==> src/hw/rtl/lfh_pkg.sv <==
`default_nettype none
package lfh_pkg;

    // sequencer steps for one tick
    typedef enum logic [2:0] {
        ST_IDLE,
        ST_MODE,
        ST_DIV,
        ST_ERR,
        ST_MUL,
        ST_SUM,
        ST_OUT
    } ctrl_state_t;

    typedef struct packed {
        logic load;
        logic mode_upd;
        logic div_step;
        logic err_calc;
        logic mul;
        logic sum;
        logic fin;
    } lfh_cmd_t;

    typedef struct packed {
        logic div_done;
        logic out_free;
    } lfh_status_t;

    localparam logic [2:0] MODE_TRACK = 3'd0;
    localparam logic [2:0] MODE_ADV   = 3'd1;
    localparam logic [2:0] MODE_BLIND = 3'd2;
    localparam logic [2:0] MODE_TL    = 3'd3;
    localparam logic [2:0] MODE_TR    = 3'd4;

    localparam logic [2:0] REG_TRACK_BASE = 3'd0;
    localparam logic [2:0] REG_MAX_SPEED  = 3'd1;
    localparam logic [2:0] REG_LINE_KP    = 3'd2;
    localparam logic [2:0] REG_LINE_KD    = 3'd3;
    localparam logic [2:0] REG_HEAD_KP    = 3'd4;
    localparam logic [2:0] REG_HEAD_KD    = 3'd5;
    localparam logic [2:0] REG_BLIND_BASE = 3'd6;
    localparam logic [2:0] REG_TURN_SPEED = 3'd7;

    localparam logic signed [19:0] DEG180     = 20'sd46080;
    localparam logic signed [19:0] DEG360     = 20'sd92160;
    localparam logic signed [17:0] TURN_Q8    = 18'sd20480;
    localparam logic signed [16:0] TOL_Q8     = 17'sd1280;
    localparam logic signed [19:0] HMAX_Q12   = 20'sd409600;
    localparam logic signed [12:0] BLIND_COMP = -13'sd5;

    // divider runs 13 quotient bits: counts 0..12
    localparam logic [3:0] DIV_LAST = 4'd12;

    function automatic logic signed [3:0] line_weight(input logic [2:0] idx);
        logic signed [3:0] w;
        case (idx)
            3'd0: w = -4'sd7;
            3'd1: w = -4'sd5;
            3'd2: w = -4'sd3;
            3'd3: w = -4'sd1;
            3'd4: w = 4'sd1;
            3'd5: w = 4'sd3;
            3'd6: w = 4'sd5;
            default: w = 4'sd7;
        endcase
        return w;
    endfunction

    // fold a heading difference into +-180 deg; two folds cover the input range
    function automatic logic signed [19:0] wrap_err(input logic signed [19:0] d);
        logic signed [19:0] r;
        r = d;
        if (r > DEG180) r = r - DEG360;
        else if (r < -DEG180) r = r + DEG360;
        if (r > DEG180) r = r - DEG360;
        else if (r < -DEG180) r = r + DEG360;
        return r;
    endfunction

    function automatic logic [9:0] clamp_speed(input logic signed [12:0] v,
                                               input logic [9:0] mx);
        logic [9:0] c;
        if (v < 13'sd0) c = 10'd0;
        else if (v > $signed({3'b000, mx})) c = mx;
        else c = v[9:0];
        return c;
    endfunction

endpackage
`default_nettype wire

==> src/hw/rtl/line_follow_heading_controller.sv <==
// Line-follow / heading controller, one item per 10 ms control tick.
// Input channel (s_*): line sensor bits, Q8 heading and heading-valid flag.
// Result channel (m_*): signed left/right wheel commands and the mode after
// the tick. Exactly one result item per input item.
// Config channel (cfg_*): index 0..7 selects a register, cfg_data holds the
// value; always ready, write only while the block is idle.
// From input accept to m_valid the sequencer steps through mode update, the
// restoring divider for the line position, error, multiply, sum/clamp and
// output. s_ready is high only in idle, so a new item is taken only after the
// last one has left the sequencer.
// The finished result sits in the output register, so a new item can be
// accepted while m_valid waits; if the receiver still stalls when the next
// result is ready, the sequencer holds in its output step.
// Reset (aresetn low, synchronous): mode track, tick counters and targets zero,
// registers back to defaults, no result pending.
`default_nettype none
module line_follow_heading_controller #(
    parameter int PRE_TURN_TICKS    = 80,
    parameter int MIN_TICKS_IN_MODE = 50,
    parameter int CONFIRM_TICKS     = 3
) (
    input  wire logic               aclk,
    input  wire logic               aresetn,
    input  wire logic               s_valid,
    output logic                    s_ready,
    input  wire logic [7:0]         s_line_bits,
    input  wire logic signed [16:0] s_heading,
    input  wire logic               s_heading_valid,
    output logic                    m_valid,
    input  wire logic               m_ready,
    output logic signed [10:0]      m_left_drive,
    output logic signed [10:0]      m_right_drive,
    output logic [2:0]              m_mode,
    input  wire logic               cfg_valid,
    output logic                    cfg_ready,
    input  wire logic [2:0]         cfg_index,
    input  wire logic [9:0]         cfg_data
);
    import lfh_pkg::*;

    lfh_cmd_t    cmd;
    lfh_status_t status;

    // config writes are never held off and land directly in their registers
    assign cfg_ready = 1'b1;

    lfh_ctrl u_ctrl (
        .aclk    (aclk),
        .aresetn (aresetn),
        .s_valid (s_valid),
        .status  (status),
        .cmd     (cmd),
        .s_ready (s_ready)
    );

    lfh_datapath #(
        .PRE_TURN_TICKS    (PRE_TURN_TICKS),
        .MIN_TICKS_IN_MODE (MIN_TICKS_IN_MODE),
        .CONFIRM_TICKS     (CONFIRM_TICKS)
    ) u_dp (
        .aclk            (aclk),
        .aresetn         (aresetn),
        .cmd             (cmd),
        .status          (status),
        .s_line_bits     (s_line_bits),
        .s_heading       (s_heading),
        .s_heading_valid (s_heading_valid),
        .cfg_valid       (cfg_valid),
        .cfg_index       (cfg_index),
        .cfg_data        (cfg_data),
        .m_ready         (m_ready),
        .m_valid         (m_valid),
        .m_left_drive    (m_left_drive),
        .m_right_drive   (m_right_drive),
        .m_mode          (m_mode)
    );

endmodule
`default_nettype wire

==> src/hw/rtl/lfh_ctrl.sv <==
`default_nettype none
module lfh_ctrl (
    input  wire logic                 aclk,
    input  wire logic                 aresetn,
    input  wire logic                 s_valid,
    input  wire lfh_pkg::lfh_status_t status,
    output lfh_pkg::lfh_cmd_t         cmd,
    output logic                      s_ready
);
    import lfh_pkg::*;

    ctrl_state_t state_reg, state_next;

    always_ff @(posedge aclk) begin
        if (!aresetn) state_reg <= ST_IDLE;
        else state_reg <= state_next;
    end

    always_comb begin
        state_next = state_reg;
        case (state_reg)
            ST_IDLE: if (s_valid) state_next = ST_MODE;
            ST_MODE: state_next = ST_DIV;
            ST_DIV:  if (status.div_done) state_next = ST_ERR;
            ST_ERR:  state_next = ST_MUL;
            ST_MUL:  state_next = ST_SUM;
            ST_SUM:  state_next = ST_OUT;
            ST_OUT:  if (status.out_free) state_next = ST_IDLE;
            default: state_next = ST_IDLE;
        endcase
    end

    always_comb begin
        cmd      = '0;
        s_ready  = 1'b0;
        case (state_reg)
            ST_IDLE: begin
                s_ready  = 1'b1;
                cmd.load = s_valid;
            end
            ST_MODE: cmd.mode_upd = 1'b1;
            ST_DIV:  cmd.div_step = 1'b1;
            ST_ERR:  cmd.err_calc = 1'b1;
            ST_MUL:  cmd.mul = 1'b1;
            ST_SUM:  cmd.sum = 1'b1;
            ST_OUT:  cmd.fin = status.out_free;
            default: cmd = '0;
        endcase
    end

endmodule
`default_nettype wire

==> src/hw/rtl/lfh_datapath.sv <==
`default_nettype none
module lfh_datapath #(
    parameter int PRE_TURN_TICKS    = 80,
    parameter int MIN_TICKS_IN_MODE = 50,
    parameter int CONFIRM_TICKS     = 3
) (
    input  wire logic                 aclk,
    input  wire logic                 aresetn,
    input  wire lfh_pkg::lfh_cmd_t    cmd,
    output lfh_pkg::lfh_status_t      status,
    input  wire logic [7:0]           s_line_bits,
    input  wire logic signed [16:0]   s_heading,
    input  wire logic                 s_heading_valid,
    input  wire logic                 cfg_valid,
    input  wire logic [2:0]           cfg_index,
    input  wire logic [9:0]           cfg_data,
    input  wire logic                 m_ready,
    output logic                      m_valid,
    output logic signed [10:0]        m_left_drive,
    output logic signed [10:0]        m_right_drive,
    output logic [2:0]                m_mode
);
    import lfh_pkg::*;

    // config
    logic [9:0] track_base_reg, max_speed_reg, blind_base_reg, turn_speed_reg;
    logic [7:0] line_kp_reg, line_kd_reg, head_kp_reg, head_kd_reg;

    // tick inputs
    logic [7:0]         bits_reg;
    logic signed [16:0] hdg_reg;
    logic               vld_reg;

    // mode state
    logic [2:0]         mode_reg, mode_next;
    logic [7:0]         ticks_reg, ticks_next;
    logic [2:0]         conf_reg, conf_next;
    logic [15:0]        tick_cnt_reg;
    logic [15:0]        adv_start_reg, adv_start_next;
    logic               pend_right_reg, pend_right_next;
    logic signed [17:0] last_hdg_reg, last_hdg_next;
    logic signed [17:0] blind_tgt_reg, blind_tgt_next;
    logic signed [17:0] turn_tgt_reg, turn_tgt_next;
    logic signed [11:0] prev_lerr_reg, prev_lerr_next;
    logic signed [16:0] prev_herr_reg, prev_herr_next;

    // divider
    logic [12:0] quo_reg;
    logic [3:0]  rem_reg, div_cnt_reg, nb_reg;
    logic        neg_reg;

    // pd arithmetic
    logic signed [11:0] err_reg;
    logic signed [16:0] herr_reg;
    logic signed [17:0] x_reg;
    logic signed [18:0] d_reg;
    logic [7:0]         g1_reg, g2_reg;
    logic signed [19:0] lim_reg;
    logic signed [27:0] p1_reg, p2_reg;
    logic signed [19:0] pd_reg;

    logic               out_valid_reg;
    logic signed [10:0] out_left_reg, out_right_reg;
    logic [2:0]         out_mode_reg;

    // line pattern
    logic [3:0]         nb;
    logic signed [5:0]  wsum;
    logic [4:0]         sum_mag;
    logic signed [17:0] hdg18;
    logic [7:0]         t1;
    logic [2:0]         c1;

    always_comb begin
        nb   = '0;
        wsum = '0;
        for (int i = 0; i < 8; i++) begin
            if (!bits_reg[i]) begin
                nb   = nb + 4'd1;
                wsum = wsum + 6'(line_weight(3'(i)));
            end
        end
        sum_mag = (wsum < 6'sd0) ? 5'(-wsum) : 5'(wsum);
    end

    assign hdg18 = 18'(hdg_reg);
    assign t1    = (ticks_reg == 8'hFF) ? ticks_reg : ticks_reg + 8'd1;
    assign c1    = (conf_reg == 3'd7) ? conf_reg : conf_reg + 3'd1;

    // divider step
    logic [4:0] rem_sh;
    logic       div_ge;
    assign rem_sh = {rem_reg, quo_reg[12]};
    assign div_ge = rem_sh >= {1'b0, nb_reg};

    // error stage
    logic               use_line;
    logic signed [11:0] err_val;
    logic signed [17:0] tgt;
    logic signed [19:0] e_full;
    logic signed [16:0] herr_val;
    assign use_line = (mode_reg == MODE_TRACK);
    assign err_val  = (nb_reg == 4'd0) ? prev_lerr_reg :
                      (neg_reg ? -$signed({1'b0, quo_reg[10:0]})
                               :  $signed({1'b0, quo_reg[10:0]}));
    assign tgt      = (mode_reg == MODE_BLIND) ? blind_tgt_reg : turn_tgt_reg;
    assign e_full   = wrap_err(20'(tgt) - 20'(hdg_reg));
    assign herr_val = $signed(e_full[16:0]);

    // pd sum and clamp
    logic signed [28:0] pd_sum;
    logic signed [19:0] pd_clamped;
    assign pd_sum     = 29'(p1_reg) + 29'(p2_reg);
    assign pd_clamped = (pd_sum > 29'(lim_reg))  ? lim_reg :
                        (pd_sum < -29'(lim_reg)) ? -lim_reg : 20'(pd_sum);

    // output stage
    logic signed [19:0] pd_r8, pd_r12;
    logic signed [12:0] q8, q12, base_s, bbs_s;
    logic [9:0]         spin_s, adv_s;
    logic               adv_done, turn_hit;
    assign pd_r8    = pd_reg + ((pd_reg < 20'sd0) ? 20'sd255 : 20'sd0);
    assign pd_r12   = pd_reg + ((pd_reg < 20'sd0) ? 20'sd4095 : 20'sd0);
    assign q8       = 13'(pd_r8 >>> 8);
    assign q12      = 13'(pd_r12 >>> 12);
    assign base_s   = $signed({3'b000, track_base_reg});
    assign bbs_s    = $signed({3'b000, blind_base_reg});
    assign spin_s   = clamp_speed($signed({3'b000, turn_speed_reg}), max_speed_reg);
    assign adv_s    = clamp_speed(bbs_s, max_speed_reg);
    assign adv_done = (tick_cnt_reg - adv_start_reg) >= 16'(PRE_TURN_TICKS);
    assign turn_hit = (herr_reg <= TOL_Q8) && (herr_reg >= -TOL_Q8);

    logic signed [10:0] left_val, right_val;

    always_comb begin
        mode_next       = mode_reg;
        ticks_next      = ticks_reg;
        conf_next       = conf_reg;
        adv_start_next  = adv_start_reg;
        pend_right_next = pend_right_reg;
        last_hdg_next   = last_hdg_reg;
        blind_tgt_next  = blind_tgt_reg;
        turn_tgt_next   = turn_tgt_reg;
        prev_lerr_next  = prev_lerr_reg;
        prev_herr_next  = prev_herr_reg;
        left_val        = '0;
        right_val       = '0;

        if (cmd.mode_upd && vld_reg) begin
            ticks_next = t1;
            case (mode_reg)
                MODE_TRACK: begin
                    if (nb != 4'd0) last_hdg_next = hdg18;
                    if (t1 < 8'(MIN_TICKS_IN_MODE)) begin
                        conf_next = '0;
                    end else if (bits_reg[7:4] == 4'd0 && bits_reg[3:0] != 4'd0 ||
                                 bits_reg[3:0] == 4'd0 && bits_reg[7:4] != 4'd0) begin
                        // all black on one side: go to the pre-turn advance
                        mode_next       = MODE_ADV;
                        pend_right_next = (bits_reg[3:0] == 4'd0);
                        adv_start_next  = tick_cnt_reg;
                        prev_herr_next  = '0;
                        ticks_next      = '0;
                        conf_next       = '0;
                    end else if (nb == 4'd0) begin
                        conf_next = c1;
                        if (c1 >= 3'(CONFIRM_TICKS)) begin
                            mode_next       = MODE_BLIND;
                            pend_right_next = 1'b0;
                            blind_tgt_next  = last_hdg_reg;
                            prev_herr_next  = '0;
                            ticks_next      = '0;
                            conf_next       = '0;
                        end
                    end else begin
                        conf_next = '0;
                    end
                end
                MODE_BLIND: begin
                    if (t1 >= 8'(MIN_TICKS_IN_MODE) && nb != 4'd0) begin
                        conf_next = c1;
                        if (c1 >= 3'(CONFIRM_TICKS)) begin
                            mode_next      = MODE_TRACK;
                            prev_lerr_next = '0;
                            ticks_next     = '0;
                            conf_next      = '0;
                        end
                    end else begin
                        conf_next = '0;
                    end
                end
                MODE_ADV, MODE_TL, MODE_TR: ticks_next = t1;
                default: begin
                    // undefined code: recover into track
                    mode_next      = MODE_TRACK;
                    prev_lerr_next = '0;
                    prev_herr_next = '0;
                    ticks_next     = '0;
                    conf_next      = '0;
                end
            endcase
        end

        if (cmd.fin && vld_reg) begin
            case (mode_reg)
                MODE_TRACK: begin
                    prev_lerr_next = err_reg;
                    left_val  = $signed({1'b0, clamp_speed(base_s - q8, max_speed_reg)});
                    right_val = -$signed({1'b0, clamp_speed(base_s + q8, max_speed_reg)});
                end
                MODE_BLIND: begin
                    prev_herr_next = herr_reg;
                    left_val  = $signed({1'b0,
                                 clamp_speed(bbs_s + BLIND_COMP - q12, max_speed_reg)});
                    right_val = -$signed({1'b0, clamp_speed(bbs_s + q12, max_speed_reg)});
                end
                MODE_ADV: begin
                    left_val  = $signed({1'b0, adv_s});
                    right_val = -$signed({1'b0, adv_s});
                    if (adv_done) begin
                        mode_next      = pend_right_reg ? MODE_TR : MODE_TL;
                        turn_tgt_next  = pend_right_reg ? hdg18 - TURN_Q8 : hdg18 + TURN_Q8;
                        prev_herr_next = '0;
                        ticks_next     = '0;
                        conf_next      = '0;
                    end
                end
                default: begin
                    if (turn_hit) begin
                        mode_next       = MODE_BLIND;
                        pend_right_next = 1'b0;
                        blind_tgt_next  = turn_tgt_reg;
                        prev_herr_next  = '0;
                        ticks_next      = '0;
                        conf_next       = '0;
                    end else if (mode_reg == MODE_TL) begin
                        left_val  = -$signed({1'b0, spin_s});
                        right_val = -$signed({1'b0, spin_s});
                    end else begin
                        left_val  = $signed({1'b0, spin_s});
                        right_val = $signed({1'b0, spin_s});
                    end
                end
            endcase
        end
    end

    // control and config state
    always_ff @(posedge aclk) begin
        if (!aresetn) begin
            track_base_reg <= 10'd400;
            max_speed_reg  <= 10'd800;
            line_kp_reg    <= 8'd30;
            line_kd_reg    <= 8'd5;
            head_kp_reg    <= 8'd24;
            head_kd_reg    <= 8'd13;
            blind_base_reg <= 10'd280;
            turn_speed_reg <= 10'd180;
            mode_reg       <= MODE_TRACK;
            ticks_reg      <= '0;
            conf_reg       <= '0;
            tick_cnt_reg   <= '0;
            adv_start_reg  <= '0;
            pend_right_reg <= 1'b0;
            last_hdg_reg   <= '0;
            blind_tgt_reg  <= '0;
            turn_tgt_reg   <= '0;
            prev_lerr_reg  <= '0;
            prev_herr_reg  <= '0;
            out_valid_reg  <= 1'b0;
        end else begin
            if (cfg_valid) begin
                case (cfg_index)
                    REG_TRACK_BASE: track_base_reg <= cfg_data;
                    REG_MAX_SPEED:  max_speed_reg  <= cfg_data;
                    REG_LINE_KP:    line_kp_reg    <= cfg_data[7:0];
                    REG_LINE_KD:    line_kd_reg    <= cfg_data[7:0];
                    REG_HEAD_KP:    head_kp_reg    <= cfg_data[7:0];
                    REG_HEAD_KD:    head_kd_reg    <= cfg_data[7:0];
                    REG_BLIND_BASE: blind_base_reg <= cfg_data;
                    REG_TURN_SPEED: turn_speed_reg <= cfg_data;
                    default: ;
                endcase
            end
            if (cmd.load) tick_cnt_reg <= tick_cnt_reg + 16'd1;
            mode_reg       <= mode_next;
            ticks_reg      <= ticks_next;
            conf_reg       <= conf_next;
            adv_start_reg  <= adv_start_next;
            pend_right_reg <= pend_right_next;
            last_hdg_reg   <= last_hdg_next;
            blind_tgt_reg  <= blind_tgt_next;
            turn_tgt_reg   <= turn_tgt_next;
            prev_lerr_reg  <= prev_lerr_next;
            prev_herr_reg  <= prev_herr_next;
            if (cmd.fin) out_valid_reg <= 1'b1;
            else if (m_ready) out_valid_reg <= 1'b0;
        end
    end

    // payload
    always_ff @(posedge aclk) begin
        if (cmd.load) begin
            bits_reg <= s_line_bits;
            hdg_reg  <= s_heading;
            vld_reg  <= s_heading_valid;
        end
        if (cmd.mode_upd) begin
            quo_reg     <= {sum_mag, 8'd0};
            rem_reg     <= '0;
            div_cnt_reg <= '0;
            nb_reg      <= nb;
            neg_reg     <= (wsum < 6'sd0);
        end
        if (cmd.div_step) begin
            rem_reg     <= div_ge ? 4'(rem_sh - {1'b0, nb_reg}) : rem_sh[3:0];
            quo_reg     <= {quo_reg[11:0], div_ge};
            div_cnt_reg <= div_cnt_reg + 4'd1;
        end
        if (cmd.err_calc) begin
            err_reg  <= err_val;
            herr_reg <= herr_val;
            x_reg    <= use_line ? 18'(err_val) : 18'(herr_val);
            d_reg    <= use_line ? 19'(err_val) - 19'(prev_lerr_reg)
                                 : 19'(herr_val) - 19'(prev_herr_reg);
            g1_reg   <= use_line ? line_kp_reg : head_kp_reg;
            g2_reg   <= use_line ? line_kd_reg : head_kd_reg;
            lim_reg  <= use_line ? $signed({2'b00, track_base_reg, 8'd0}) : HMAX_Q12;
        end
        if (cmd.mul) begin
            p1_reg <= $signed({1'b0, g1_reg}) * x_reg;
            p2_reg <= $signed({1'b0, g2_reg}) * d_reg;
        end
        if (cmd.sum) pd_reg <= pd_clamped;
        if (cmd.fin) begin
            out_left_reg  <= left_val;
            out_right_reg <= right_val;
            out_mode_reg  <= mode_next;
        end
    end

    assign status.div_done = (div_cnt_reg == DIV_LAST);
    assign status.out_free = !out_valid_reg || m_ready;

    assign m_valid       = out_valid_reg;
    assign m_left_drive  = out_left_reg;
    assign m_right_drive = out_right_reg;
    assign m_mode        = out_mode_reg;

endmodule
`default_nettype wire

==> config.mk <==
export PLATFORM = sky130hd
export DESIGN_NAME = line_follow_heading_controller
export DESIGN_NICKNAME = d
export VERILOG_FILES = /design/src/hw/rtl/lfh_pkg.sv /design/src/hw/rtl/line_follow_heading_controller.sv /design/src/hw/rtl/lfh_ctrl.sv /design/src/hw/rtl/lfh_datapath.sv
export SDC_FILE = /design/constraint.sdc
export NUM_CORES = 2
export LEC_CHECK = 0
export ABC_AREA = 0
export BUFFER_PORTS_ARGS = -buffer_cell sky130_fd_sc_hd__buf_2
export CAP_MARGIN = 20
export CORE_MARGIN = 2
export CORE_UTILIZATION = 30
export CTS_CLUSTER_DIAMETER = 40
export CTS_CLUSTER_SIZE = 40
export DETAILED_ROUTE_END_ITERATION = 12
export GPL_TIMING_DRIVEN = 0
export PLACE_DENSITY_LB_ADDON = 0.2
export SLEW_MARGIN = 15
export SYNTH_ARGS = -nofsm -noshare
export SYNTH_HDL_FRONTEND = slang
export SYNTH_SLANG_ARGS = --single-unit
==> constraint.sdc <==
create_clock -name aclk -period 9.57 [get_ports aclk]
set_input_delay 0.957 -clock aclk [delete_from_list [all_inputs] [get_ports aclk]]
set_output_delay 0.957 -clock aclk [all_outputs]
set_load 0.01 [all_outputs]
# After elaboration in Yosys (flattened, before gate mapping)
# Index checks and enable logic that the tools add are counted.
# word_totals
regBits	458
in_bits	44
out_inout_bits	28
wordCells	329
# classes
add_sub_neg	45
n_mul	2
order_cmp	26
n_eq_ne	23
mux	151
bitwise	1
reduce_logical	38
# ops
cell	count
2-to-1 mux 18 bit	12
2-to-1 mux 17 bit	10
2-to-1 mux 10 bit	15
2-to-1 mux 8 bit	13
2-to-1 mux 12 bit	8
2-to-1 mux 20 bit	4
2-to-1 mux 3 bit	24
2-to-1 mux 4 bit	18
one-hot mux 11 bit (3 select lines)	2
greater-than comparator 13 x 11 -> 1 bit	4
less-than comparator 13 x 1 -> 1 bit, second input constant	4
one-hot mux 17 bit (3 select lines)	1
2-to-1 mux 6 bit	8
negator 10 -> 11 bit	4
adder 6 x 4 -> 6 bit	7
greater-than comparator 20 x 17 -> 1 bit, second input constant	2
less-than comparator 20 x 17 -> 1 bit, second input constant	2
2-to-1 mux 19 bit	2
one-hot mux 17 bit (2 select lines)	1
adder 27 x 28 -> 29 bit	1
greater-than comparator 29 x 20 -> 1 bit	1
less-than comparator 29 bit	1
negator 19 -> 29 bit	1
adder 4 x 1 -> 4 bit, second input constant	7
69 further kinds	134

# Logic depth before layout (Yosys ltp)
# depth
ltp_word	24
mapped_depth	36
ltp_nobuf	34

# Cells and area by module
# A second synthesis with hierarchy kept.
# hier_totals
hier_cells	4599
area_unflattened_um2	40920.5
# modules_own_cells
module	instances	cells_each	area_each_um2	seq_area_each_um2
lfh_datapath	1	4571	40670.3	11340.9
lfh_ctrl	1	26	239.0	60.1
line_follow_heading_controller	1	2	11.3	0.0

# Worst setup path after synthesis
# OpenSTA, ideal clock, no wires.
# synth_timing
path_type	flip-flop to flip-flop
startpoint	reg u_dp.mode_reg[1]
endpoint	reg u_dp.d_reg[15], data pin
setup_ps	278
t_arrival_ps	6586
required_ps	9292
path_slack_ps	2706
path_stages_with_launch	31
n_path_buf	3
period_less_slack_ps	6864
path_cell_list	dfxtp_1 > clkbuf_1 > inv_1 > nor3_1 > clkbuf_1 > clkbuf_1 > mux2i_1 > ha_1 > inv_1 > fa_1 > a211oi_1 > o21ai_1 > o211ai_2 > o211ai_1 > xnor2_1 > inv_1 > a2111oi_4 > o41a_1 > nand4_1 > o211ai_4 > o2111ai_2 > a311oi_4 > or2_4 > nor2_1 > or3_1 > ha_1 > nand3_1 > a21oi_1 > o31a_1 > nor3_1 > o31ai_1
# synth_between
elab_chain_cells	11
word_cells_on_any_way	18
cone_classes	6 x add/sub; 4 x order compare; 1 x eq/ne; 6 x mux; 1 x reduce/logical
# synth_rtl
item	line	rtl
start: declaration	lfh_datapath.sv:35	logic [2:0] mode_reg, mode_next;
start signal: assignment	lfh_datapath.sv:286	mode_reg <= mode_next;
equality test 3 x 2 -> 1 bit *	lfh_datapath.sv:106	assign tgt = (mode_reg == MODE_BLIND) ? blind_tgt_reg : turn_tgt_reg;
2-to-1 mux 18 bit *	lfh_datapath.sv:106	
subtractor 18 x 17 -> 19 bit *	lfh_datapath.sv:107	assign e_full = wrap_err(20'(tgt) - 20'(hdg_reg));
adder 20 x 18 -> 20 bit / less-than comparator 20 x 17 -> 1 bit (equally long branches)	lfh_pkg.sv:75	else if (r < -DEG180) r = r + DEG360;
2-to-1 mux 20 bit	lfh_pkg.sv:75	
2-to-1 mux 20 bit *	lfh_pkg.sv:74	if (r > DEG180) r = r - DEG360;
adder 17 bit / less-than comparator 20 x 17 -> 1 bit (equally long branches)	lfh_pkg.sv:77	else if (r < -DEG180) r = r + DEG360;
2-to-1 mux 17 bit	lfh_pkg.sv:77	
2-to-1 mux 17 bit *	lfh_pkg.sv:76	if (r > DEG180) r = r - DEG360;
named net u_dp.e_full[10]	lfh_datapath.sv:100	logic signed [19:0] e_full;
subtractor 17 x 17 -> 18 bit *	lfh_datapath.sv:325	: 19'(herr_val) - 19'(prev_herr_reg);
2-to-1 mux 19 bit *	lfh_datapath.sv:324	d_reg <= use_line ? 19'(err_val) - 19'(prev_lerr_reg)
end signal: assignment	lfh_datapath.sv:324	
end: declaration	lfh_datapath.sv:56	logic signed [18:0] d_reg;
# The timed path passes the listed nets; every way through them passes the cells marked *.
# A chain may end at the register's enable or synchronous reset.

# Worst setup path in the final report
# Ends and elaborated chain as after synthesis.

==> flow_summary.json <==
{
  "drt-initial-drc-count": 1939,
  "use_met1_pct": 23.6,
  "synth_cells": 4650,
  "max_freq_mhz": 111,
  "synth_nets": 5325,
  "grt_start_max_net_pins": 31,
  "portBuffers": 60,
  "core_um2": 136000,
  "path_class": "reg2reg",
  "status": "complete, no violations",
  "cts_root_buf": "clkbuf_16",
  "dr.pass1.iters": 6,
  "start_kind": "flop",
  "p_per_area_nw_per_um2": 187,
  "use_met3_pct": 2.49,
  "ioPinCount": 72,
  "syn_area_um2": 41000,
  "track_usage_pct": 16.8,
  "vias": 32554,
  "final_net_count": 5488,
  "post-route-min-period_ps": 9030,
  "placementRows": 135,
  "dpl.hpwl_um": 96300,
  "cp_slowest_stage_delay_ps": 490,
  "cts_buffers": 84,
  "yosysSeqAreaShare_pct": 27.8,
  "ys_ff_latch": 448,
  "dieArea_um2": 140000,
  "fillers": 14070,
  "antenna_found_initial": 8,
  "synth-edff-count": 243,
  "final-hold-violation-count": 0,
  "slew_headroom_pct": 28.9,
  "final_antenna_net_count": 0,
  "antennaDiodeCount": 0,
  "cts_tree": "yes",
  "slew_violations": 0,
  "finClkSkew_ps": 60.7,
  "floorplan.initialDensity_pct": 30.2,
  "worst_pin_slew_ps": 1070,
  "yosys_warnings": 0,
  "vdd_ir_drop_max_mv": 0.143,
  "p_leak_nw": 19.7,
  "layout_commonest_cell": "inv_1",
  "min_period_over_period_pct": 94.3,
  "crit_fanout": 10,
  "grt_use_met2_pct": 26.6,
  "cap_violations": 0,
  "critPathRequiredTime_ps": 9940,
  "cp_slowest_cell": "fa_1",
  "post_drt_wl_per_cell_um": 17.7,
  "whs_ps": 441,
  "overflow": 0,
  "die_y_um": 374,
  "hold_buffers": 0,
  "drive_above_1_share_pct": 6.96,
  "drt-vias-per-instance": 4.88,
  "ys_types": 111,
  "hold_class": "in2reg",
  "critPathArrivalTime_ps": 9390,
  "ys.flop_type": "edfxtp_1",
  "clkSlewWorstSetupHoldPaths_ps": 60,
  "insertion_delay_ps": 700,
  "wl_um": 118000,
  "finish.utilization_pct": 34.6,
  "h-tree-depth": 3,
  "syn_area_per_cell_um2": 8.82,
  "synth-async-reset-ratio_pct": 0,
  "finalSetupViolCount": 0,
  "rsz0062_at_grt": "false",
  "largest_register_ffs": 28,
  "most-common-layout-cells": "539 x inv_1, 529 x nand2_1, 391 x ha_1, 370 x nor2_1, 257 x a21oi_1",
  "grt_pass1_vias": 32302,
  "route.detailed.drc": 0,
  "area_growth_pct": 14.3,
  "path_common_cell": "clkbuf_1",
  "fp.dieW_um": 374,
  "clock-sinks": 448,
  "globalplace.congestion": 0.910,
  "grt_pass1_wl_um": 186000,
  "end_kind": "flop",
  "clockBufferDepth": 3,
  "grt_busiest_layer": "met2"
}
-- path summary, 6_finish.rpt --
| kind | from | endpoint | slack, ps | cells past startpoint |
|---|---|---|---|---|
| worst max-delay path | u_dp.mode_reg[1] | u_dp.d_reg[15] | 540 | 30 |
| worst min-delay path | s_heading[9] | u_dp.hdg_reg[9] | 440 | 1 |
| worst max register to register | u_dp.mode_reg[1] | u_dp.d_reg[15] | 540 | 30 |
| worst min register to register | u_dp.head_kp_reg[7] | u_dp.head_kp_reg[7] | 450 | 2 |
-- per-stage QoR --
stage / power, mW / TNS (ps) / instances / setup WS [ps] / cell area, µm²
floorplan: 4.81 / 0 / 4650 / 2710 / 41000
global placement: 5.64 / -910 / 6491 / -278 / 43500
detailed placement: 5.66 / -1390 / 6508 / -396 / 43800
CTS: 8.86 / 0 / 6666 / 197 / 46800
global route: 9.38 / 0 / 6666 / 7.66 / 46900
finish: 8.76 / 0 / 6666 / 543 / 46900
-- cells in the mapped netlist (all sizes together) (72+ instances only) --
cell type / n / share of area, %
inv: 541 / 5.0
nand2: 530 / 4.9
ha: 391 / 12
nor2: 373 / 3.4
a21oi: 260 / 3.2
edfxtp: 243 / 18
fa: 240 / 12
and2: 209 / 3.2
dfxtp: 205 / 10
o21ai: 168 / 2.1
xnor2: 167 / 3.6
clkbuf: 130 / 1.2
mux2i: 129 / 3.1
nand3: 86 / 1.0
nor3: 86 / 1.1
xor2: 85 / 1.8
o21a: 72 / 1.3
-- cell type report --
| cell class | instances | area (µm²) | area share [%] |
|---|---|---|---|
| plain buffers | 160 | 661 | 1.41 |
| inverters | 541 | 2040 | 4.34 |
| clock buffers | 93 | 2210 | 4.71 |
| flip-flops and latches | 448 | 11400 | 24.3 |
| repair buffers | 78 | 534 | 1.14 |
| multi-input cells | 3500 | 27000 | 57.6 |
| clock inverters | 65 | 821 | 1.75 |
| well taps | 1781 | 2230 | 4.75 |
-- where the power goes --
part	total (mW)	switching [mW]	internal, mW
combinational	3.26	1.93	1.33
clock	3.15	1.16	1.98
sequential	2.35	0.0691	2.28
total	8.76	3.16	5.59
-- critical path, delay by kind of cell (launching register included) --
kind	cells	cell delay (ps)
fa+ha+maj	2	890
flops	1	300
buf+inv	6	2030
compound gates	12	3330
simple gates	9	1700
xor+xnor	1	420
-- kinds of logic after synthesis --
family,synth area share [%]
simple gates,18.2
compound gates,14.7
buf+inv,6.57
fa+ha+maj,23.6
flops,27.8
xor+xnor,5.58
mux,3.48
other cells,0.00915
-- per-layer routing --
metal  share of wire, %  wire length, µm
met3                4.5             5280
met1                 49            57100
met2                 44            52100
met4                2.7             3150
met5              0.017               20
-- timing repair --
action | in CTS | in global routing
endpoints found under the setup margin | 5 | 5
buffers inserted | 0 | 0
resized for setup | 2 | 6
endpoints found under the hold margin | 0 | 0
(Power assumes the default switching activity.)
